<file path="src/mos_pkg.sv">
// Shared widths, defaults and cell control type for the sample median block.
package mos_pkg;

  localparam int DATA_W          = 16;
  localparam int MAX_SAMPLES_DEF = 16;

  typedef struct packed {
    logic insert;
    logic shift;
    logic clear;
  } cell_ctrl_t;

endpackage

</file>
<file path="src/mos_cell.sv">
// One sorting cell: holds one sample and its valid bit, trades data with its neighbors.
module mos_cell (
  input  logic                          clk,
  input  logic                          rst,
  input  mos_pkg::cell_ctrl_t           ctrl,
  input  logic [mos_pkg::DATA_W-1:0]    sample,
  input  logic [mos_pkg::DATA_W-1:0]    left_val,
  input  logic                          left_gt,
  input  logic                          left_valid,
  input  logic [mos_pkg::DATA_W-1:0]    right_val,
  output logic [mos_pkg::DATA_W-1:0]    val,
  output logic                          valid,
  output logic                          gt
);

  // An empty cell counts as larger than any sample.
  assign gt = !valid || (val > sample);

  always_ff @(posedge clk) begin
    if (rst) begin
      valid <= 1'b0;
    end else if (ctrl.clear) begin
      valid <= 1'b0;
    end else if (ctrl.insert) begin
      valid <= valid | left_valid;
    end
  end

  always_ff @(posedge clk) begin
    if (ctrl.insert && gt) begin
      // take the left neighbor's word if it moves up, else the new sample
      val <= left_gt ? left_val : sample;
    end else if (ctrl.shift) begin
      val <= right_val;
    end
  end

endmodule

</file>
<file path="src/mos_chain.sv">
// Row of sorting cells that keeps the batch in ascending order.
module mos_chain #(
  parameter int MAX_SAMPLES = mos_pkg::MAX_SAMPLES_DEF
) (
  input  logic                          clk,
  input  logic                          rst,
  input  mos_pkg::cell_ctrl_t           ctrl,
  input  logic [mos_pkg::DATA_W-1:0]    sample,
  output logic [mos_pkg::DATA_W-1:0]    head0,
  output logic [mos_pkg::DATA_W-1:0]    head1,
  output logic [MAX_SAMPLES-1:0]        valid_vec
);

  logic [mos_pkg::DATA_W-1:0] vals [MAX_SAMPLES];
  logic [MAX_SAMPLES-1:0]     gts;

  for (genvar i = 0; i < MAX_SAMPLES; i++) begin : g_cell
    logic [mos_pkg::DATA_W-1:0] lv;
    logic                       lg;
    logic                       lvld;
    logic [mos_pkg::DATA_W-1:0] rv;

    if (i == 0) begin : g_first
      assign lv   = '0;
      assign lg   = 1'b0;
      assign lvld = 1'b1;
    end else begin : g_mid
      assign lv   = vals[i-1];
      assign lg   = gts[i-1];
      assign lvld = valid_vec[i-1];
    end

    if (i == MAX_SAMPLES - 1) begin : g_last
      assign rv = '0;
    end else begin : g_inner
      assign rv = vals[i+1];
    end

    mos_cell u_cell (
      .clk        (clk),
      .rst        (rst),
      .ctrl       (ctrl),
      .sample     (sample),
      .left_val   (lv),
      .left_gt    (lg),
      .left_valid (lvld),
      .right_val  (rv),
      .val        (vals[i]),
      .valid      (valid_vec[i]),
      .gt         (gts[i])
    );
  end

  assign head0 = vals[0];
  assign head1 = vals[1];

endmodule

</file>
<file path="src/median_of_samples_u16_top.sv">
// Median of a batch of 16-bit samples: insertion cell row, drain sequencer, output register.
// Throughput: one sample per cycle while a batch fills; the cell row registers it in place as it is accepted.
// Drain: after the last word, the row shifts toward its head until the middle reaches it,
//   then the result register loads once it is free; s_tready is low meanwhile.
// The result may wait in its register while the next batch fills.
// Reset: synchronous; clears cell valid bits, count, overflow flag and m_tvalid at once.
module median_of_samples_u16_top #(
  parameter int MAX_SAMPLES = mos_pkg::MAX_SAMPLES_DEF
) (
  input  logic                          clk,
  input  logic                          rst,
  input  logic                          s_tvalid,
  output logic                          s_tready,
  input  logic [15:0]                   s_tdata,   // [15:0] sample
  input  logic                          s_tlast,
  output logic                          m_tvalid,
  input  logic                          m_tready,
  output logic [15:0]                   m_tdata,   // [15:0] median
  output logic [0:0]                    m_tuser    // [0] dropped
);

  localparam int CW = $clog2(MAX_SAMPLES + 1);

  localparam logic ST_FILL  = 1'b0;
  localparam logic ST_SHIFT = 1'b1;

  logic                       state;
  logic [CW-1:0]              count;
  logic [CW-1:0]              rem;
  logic                       odd;
  logic                       ovf;
  logic [mos_pkg::DATA_W-1:0] head0;
  logic [mos_pkg::DATA_W-1:0] head1;
  logic [MAX_SAMPLES-1:0]     valid_vec;
  mos_pkg::cell_ctrl_t        ctrl;

  logic                       accept;
  logic                       full;
  logic [CW-1:0]              count_next;
  logic                       ovf_next;
  logic                       finish;
  logic [mos_pkg::DATA_W:0]   pair_sum;

  assign s_tready   = (state == ST_FILL);
  assign accept     = s_tvalid && s_tready;
  assign full       = (count == CW'(MAX_SAMPLES));
  assign count_next = full ? count : count + 1'b1;
  assign ovf_next   = ovf | full;
  assign finish     = (state == ST_SHIFT) && (rem == '0) && (!m_tvalid || m_tready);
  assign pair_sum   = {1'b0, head0} + {1'b0, head1};

  assign ctrl.insert = accept && !full;
  assign ctrl.shift  = (state == ST_SHIFT) && (rem != '0);
  assign ctrl.clear  = finish;

  mos_chain #(
    .MAX_SAMPLES (MAX_SAMPLES)
  ) u_chain (
    .clk       (clk),
    .rst       (rst),
    .ctrl      (ctrl),
    .sample    (s_tdata),
    .head0     (head0),
    .head1     (head1),
    .valid_vec (valid_vec)
  );

  always_ff @(posedge clk) begin
    if (rst) begin
      state <= ST_FILL;
      count <= '0;
      ovf   <= 1'b0;
    end else begin
      case (state)
        ST_FILL: begin
          if (accept) begin
            count <= count_next;
            ovf   <= ovf_next;
            if (s_tlast) begin
              state <= ST_SHIFT;
            end
          end
        end
        ST_SHIFT: begin
          if (finish) begin
            state <= ST_FILL;
            count <= '0;
            ovf   <= 1'b0;
          end
        end
        default: begin
          state <= ST_FILL;
        end
      endcase
    end
  end

  // Drain distance: middle cell for odd counts, lower middle for even counts.
  always_ff @(posedge clk) begin
    if (accept && s_tlast) begin
      odd <= count_next[0];
      rem <= (count_next >> 1) - {{(CW-1){1'b0}}, ~count_next[0]};
    end else if (ctrl.shift) begin
      rem <= rem - 1'b1;
    end
  end

  always_ff @(posedge clk) begin
    if (rst) begin
      m_tvalid <= 1'b0;
    end else if (finish) begin
      m_tvalid <= 1'b1;
    end else if (m_tready) begin
      m_tvalid <= 1'b0;
    end
  end

  always_ff @(posedge clk) begin
    if (finish) begin
      m_tdata    <= odd ? head0 : pair_sum[mos_pkg::DATA_W:1];
      m_tuser[0] <= ovf;
    end
  end

  a_count_range: assert property (@(posedge clk) disable iff (rst)
    count <= CW'(MAX_SAMPLES))
    else $error("fill count beyond capacity");

  a_valid_prefix: assert property (@(posedge clk) disable iff (rst)
    valid_vec == MAX_SAMPLES'(((MAX_SAMPLES+1)'(1) << count) - 1'b1))
    else $error("cell valid bits do not match fill count");

  a_last_drains: assert property (@(posedge clk) disable iff (rst)
    accept && s_tlast |=> state == ST_SHIFT && count != '0)
    else $error("last word did not start drain");

  a_rem_counts: assert property (@(posedge clk) disable iff (rst)
    state == ST_SHIFT && rem != '0 |=> state == ST_SHIFT && rem == $past(rem) - 1'b1)
    else $error("drain counter skipped");

  a_no_overwrite: assert property (@(posedge clk) disable iff (rst)
    m_tvalid && !m_tready |=> !$past(finish))
    else $error("result loaded over a waiting word");

endmodule

</file>
<file path="config.mk">
export PLATFORM = sky130hd
export DESIGN_NAME = median_of_samples_u16_top
export DESIGN_NICKNAME = d
export VERILOG_FILES = /design/src/mos_pkg.sv /design/src/mos_cell.sv /design/src/mos_chain.sv /design/src/median_of_samples_u16_top.sv
export SDC_FILE = /design/constraint.sdc
export NUM_CORES = 1
export LEC_CHECK = 0
export BUFFER_PORTS_ARGS = -buffer_cell sky130_fd_sc_hd__buf_2
export CORE_MARGIN = 3
export CORE_UTILIZATION = 55
export DETAILED_ROUTE_END_ITERATION = 8
export PLACE_DENSITY_LB_ADDON = 0.25
export SLEW_MARGIN = 30
export SYNTH_ARGS = -nofsm -noshare
export SYNTH_HDL_FRONTEND = slang
export SYNTH_HIERARCHICAL = 1
export SYNTH_SLANG_ARGS = --single-unit
</file>
<file path="constraint.sdc">
create_clock -name clk -period 5.2 [get_ports clk]
set_clock_uncertainty 0.2 [all_clocks]
set_input_delay 0.78 -clock clk [delete_from_list [all_inputs] [get_ports clk]]
set_output_delay 0.78 -clock clk [all_outputs]
set_load 0.005 [all_outputs]
</file>
==> run summary, run 1 <==
period utilization: 74.5%
first-pass GRT wire length: 101 mm
mapped cell area: 24100 um^2
P_leak: 11.9 nW
Max-slew headroom: 33.5%
area grow syn2layout: 8.10%
Post-Syn Area per Cell: 9.98 um^2
num rows: 76
DRC: 0
via count: 18923
origin of the critical flop-to-flop path: u_chain/g_cell[6].u_cell/val[13]
WL/cell: 20.6 um
clock root cell: clkbuf_16
vias in the first global route: 18789
critical path launch point: s_tdata[13]
yosys warns: 6
CTS resizes: 0
hpwl dp: 47.1 mm
Final WS setup: 1320 ps
final hold slack: 231 ps
Worst R2R Setup Slack: 1620 ps
Port Buf Inserts: 39
dpl ws: 857 ps
CP Max Fanout: 31
crit start category: input pin
share of post-route cells with drive strength above 1: 20.0%
RSZ-0062 raised after global routing: no
io pins: 40
area post-placement: 24800 um^2
Via density: 6.10
largest net degree at the start of global routing: 33
Die Span Y: 216 um
max-slew violation count: 0
core area: 43200 um^2
CTS Sinks: 303
outcome: complete, no violations
total track usage: 26.9%
WP data arrival: 3980 ps
ANT nets after route: 0
total grt overflow: 0
DRT Wirelength: 64.0 mm
worst r2r dst: u_chain/g_cell[7].u_cell/val[0]
Initial Util: 55.9%
fin crit period: 3880 ps
GPL Wtd Cong: 0.900
Crit. End Element: register
Post-CTS Setup Inserts: 0
number of H-tree levels: 2
Reg2Reg Depth: 9
Min-Delay Path Class: reg -> reg
Final setup viols: 0
DRT iter0 DRCs: 1775
worst vdd ir: 0.000231 V
Antenna Cells: 0
Die Wd: 216 um
Num CTS Buffers: 38
post-layout util: 60.4%
Worst Setup EP: u_chain/g_cell[7].u_cell/val[0]
Sum Neg Setup Slack: 0 ps
Nets: 2790
initial antenna violation count: 1
Final Cell Area: 26100 um^2
Crit Path Class: in -> reg
Worst-path clk slew: 60 ps
Clock Path Buffers: 3
post-synthesis instance total: 2419
hold buffers post-CTS: 0
final hold violation count: 0
pwr/cell area: 330 nW/um^2
drt pass-1 iters: 6
CTS tree: built
Worst-Skew Late Latency: 560 ps
die area: 46400 um^2
FMAX: 258 MHz
Least-Margin Pin Slew: 995 ps
max_cap viols: 0
Worst EP required: 5300 ps
[sequential cells by signal, indices dropped and copies added, names as in the netlist]
register / flops
u_chain/g_cell.u_cell/val: 256
m_tdata: 16
u_chain/g_cell.u_cell/valid: 16
count: 5
rem: 5
m_tuser: 1
m_tvalid: 1
odd: 1
ovf: 1
state: 1
[cells in the final DEF, fill, tap and decap left out, types with 18 or more instances in the layout]
cell	instances
o21ai_0	284
a21oi_1	123
inv_1	271
buf_4	45
dfxtp_1	24
edfxtp_1	279
a21o_1	21
nand2_1	337
conb_1	37
buf_2	39
mux2_2	129
mux2_4	144
nor4_1	31
nand4_1	35
nand3_1	25
and2_2	32
nor3_1	41
o211ai_1	18
nor2b_1	18
ha_1	277
nor2_1	38
clkbuf_16	39
[power breakdown]
part	switching, W	total (W)	internal, W
combinational	0.00127	0.00240	0.00112
clock	0.00110	0.00268	0.00158
sequential	0.000389	0.00354	0.00315
[worst min path at each step]
stage               cells past startpoint  from  slack (ps)  endpoint
floorplan                               0   ovf         210   m_tuser
finish                                  0   ovf         230   m_tuser
global placement                        0   ovf         220   m_tuser
global route                            0   ovf         250   m_tuser
detailed placement                      0   ovf         230   m_tuser
CTS                                     0   ovf         240   m_tuser
[metal layers]
layer | global-route usage [%] | vias up | wire length, um
met2 | 44.8 | 723 | 29900
met1 | 36.3 | 9156 | 28000
met4 | 8.70 | 0 | 1920
li1 | - | 8890 | -
met3 | 4.07 | 154 | 4180
met5 | 0 | - | 0
[metrics by stage]
stage	std cells	total power (W)
6_report	3103	0.00862
5_1_grt	3103	0.00907
4_1_cts	3103	0.00863
3_5_place_dp	3036	0.00591
3_3_place_gp	3036	0.00580
2_1_floorplan	2454	0.00524
[critical path, stage by stage]
cell      delay (ps)
buf_2            440
inv_1            130
ha_1             350
nand4_2          170
nor4_1           530
a21boi_0         360
nor4_1            90
o21ai_1          160
buf_4            310
mux2_2           390
mux2_2           260
[layout make-up]
class	count	area [um^2]
clock buffers	47	1050
multi-input cells	1793	13700
repair buffers	84	533
clock inverters	20	205
flip-flops and latches	303	8860
fillers	3606	17100
well taps	585	732
inverters	271	1020
Power figures use the tool's default switching activity.
==> inputs of run 2 (changes only) <==
==> constraint.sdc (replaced) <==
create_clock -name clk -period 3.3 [get_ports clk]
set_clock_uncertainty 0.2 [all_clocks]
set_input_delay 0.495 -clock clk [delete_from_list [all_inputs] [get_ports clk]]
set_output_delay 0.495 -clock clk [all_outputs]
set_load 0.005 [all_outputs]
==> run 2 against run 1 <==
  * Hold slack worse by 180 ps
  * Clock power is 47% higher
  * Routed wire length rose by 4.7%
==> run summary, run 2 (synthesis results as in run 1) <==
top flop regs: u_chain/g_cell.u_cell/val x256, m_tdata x16, u_chain/g_cell.u_cell/valid x16
max-slew violation count: 0 (unchanged)
via count: 19568 (+3.4%)
final std cells w/o fill: 3289 (+6.0%)
WL/cell: 20.4 um (-1.2%)
Final setup viols: 0 (unchanged)
worst r2r dst: u_chain/g_cell[6].u_cell/val[4]
Worst R2R Setup Slack: 60 ps (-1560 ps)
critical path launch point: u_chain/g_cell[5].u_cell/val[14]
period utilization: 98.3%
CP Max Fanout: 19 (-39%)
Crit Path Class: reg -> reg
Port Buf Inserts: 39 (unchanged)
Worst Setup EP: u_chain/g_cell[6].u_cell/val[4]
clock root cell: clkbuf_16
origin of the critical flop-to-flop path: u_chain/g_cell[5].u_cell/val[14]
Top reg by flops: u_chain/g_cell.u_cell/val
number of H-tree levels: 2 (unchanged)
Post-Place Cells: 3218 (+6.0%)
vias in the first global route: 19694 (+4.8%)
pwr/cell area: 491 nW/um^2 (+49%)
Worst EP required: 3410 ps (-1890 ps)
total grt overflow: 0 (unchanged)
crit start category: register
Nets: 2974 (+6.6%)
share of post-route cells with drive strength above 1: 25.4% (+5.4 points)
worst vdd ir: 0.000377 V (+63%)
Num CTS Buffers: 37 (-2.6%)
DRT iter0 DRCs: 1916 (+7.9%)
Least-Margin Pin Slew: 752 ps (-243 ps)
Via density: 5.95 (-2.4%)
most common cell after layout, fill and taps aside: nand2_1
first-pass GRT wire length: 105 mm (+4.8%)
io pins: 40 (unchanged)
crit path buf inv count: 3 (unchanged)
GPL Wtd Cong: 0.938 (+4.3%)
core area: 43200 um^2 (unchanged)
Die Wd: 216 um (unchanged)
total track usage: 28.4% (+1.4 points)
Crit. End Element: register
WP data arrival: 3350 ps (-630 ps)
initial antenna violation count: 1 (unchanged)
max_cap viols: 0 (unchanged)
Worst-Skew Late Latency: 560 ps (about the same)
Reg2Reg Depth: 11 (+2)
final hold violation count: 0 (unchanged)
largest net degree at the start of global routing: 34 (+3.0%)
outcome: complete, no violations
most frequent cells in the layout: nand2_1, o21ai_0, edfxtp_1, ha_1, inv_1
Die Span Y: 216 um (unchanged)
die area: 46400 um^2 (unchanged)
P_leak: 12.9 nW (+8.8%)
num rows: 76 (unchanged)
DRT Wirelength: 67.0 mm (+4.7%)
Min-Delay Path Class: in -> reg
Worst-path clk slew: 60 ps (about the same)
cells along the critical path: ha_1, nand4_2, nor4_1, buf_4, a21boi_0, buf_4, nor4_1, o21ai_2, buf_6, o21ai_0, mux2_2
Initial Util: 55.9% (unchanged)
drt pass-1 iters: 6 (unchanged)
highest-delay cell along the critical path: edfxtp_1
Sum Neg Setup Slack: 0 ps (unchanged)
area grow syn2layout: 15.4%
critical path's top delay family: simple AND/OR/NAND/NOR gates
Clock Path Buffers: 3 (unchanged)
ANT nets after route: 0 (unchanged)
DRC: 0 (unchanged)
FMAX: 308 MHz
CTS Sinks: 303 (unchanged)
Crit. path cell count: 11 (unchanged)
max incr delay on CP: 480 ps (-50 ps)
CTS tree: built
hpwl dp: 51.5 mm (+9.5%)
fin crit period: 3240 ps
Max-slew headroom: 49.9% (+16 points)
max reg flops: 256 (unchanged)
-- run 2: changes by cell type in the layout (fill, tap and decap cells not counted), moves of 4 or more --
| cell | delta |
|---|---|
| buf_4 | +144 |
| buf_12 | +35 |
| a21boi_0 | -9 |
| a21boi_1 | +8 |
| buf_6 | +6 |
| clkinvlp_4 | -6 |
| clkinv_1 | +5 |
| clkbuf_1 | +4 |
-- run 2: worst min path at each step --
stage | start | to | depth (start not counted)
2_1_floorplan | ovf | m_tuser | 0
3_3_place_gp | ovf | m_tuser | 0
3_5_place_dp | ovf | m_tuser | 0
4_1_cts | s_tvalid | count[1] | 3
5_1_grt | m_tready | m_tvalid | 3
6_report | m_tready | m_tvalid | 3
-- run 2: worst min-delay path, delay by kind of cell --
| kind | cells | cell delay (ps) |
|---|---|---|
| AND/OR/NAND/NOR | 1 | 110 |
| buffers and inverters | 1 | 70 |
| AO/OA/AOI/OAI | 1 | 70 |
-- run 2: area by class of cell --
cell class / instances / area, um^2
Antenna cell: 1 / 2.50
Clock buffer: 50 / 1020
Clock inverter: 17 / 108
Fill cell: 3500 / 15300
Inverter: 271 / 1020
Multi-Input combinational cell: 1793 / 13700
Sequential cell: 303 / 8860
Tap cell: 585 / 732
Timing Repair Buffer: 269 / 2380
-- run 2: repair_timing --
item	4_1_cts	5_1_grt
hold buffers	0	0
endpoints found under the setup margin	0	108
buffers inserted	0	3
resized for setup	0	22
-- run 2: layer usage --
metal / GRT usage [%] / vias up / routed length [um]
li1: - / 9258 / -
met1: 36.6 / 9463 / 28300
met2: 48.5 / 683 / 31900
met3: 4.07 / 164 / 4270
met4: 10.8 / 0 / 2490
met5: 0 / - / 0
-- run 2: where the power goes --
part           switching, W  total, W  leakage [nW]  internal [W]
clock               0.00169   0.00394         0.561       0.00225
sequential         0.000550   0.00551          2.91       0.00496
combinational       0.00217   0.00423          9.45       0.00206
-- run 2: stage by stage --
| stage | util (%) | hold WS (ps) | total power, W | cell area [um^2] | setup slack (ps) |
|---|---|---|---|---|---|
| after global routing | 64.5 | 50.6 | 0.0144 | 27900 | -21.5 |
| after detailed placement | 61.7 | 225 | 0.00970 | 26700 | -345 |
| final | 64.5 | 46.9 | 0.0137 | 27900 | 57.3 |
| after floorplan | - | 209 | 0.00826 | 24300 | 248 |
| after CTS | 64.4 | 21.3 | 0.0137 | 27800 | 71.4 |
| after global placement | 61.7 | 217 | 0.00951 | 26700 | -239 |
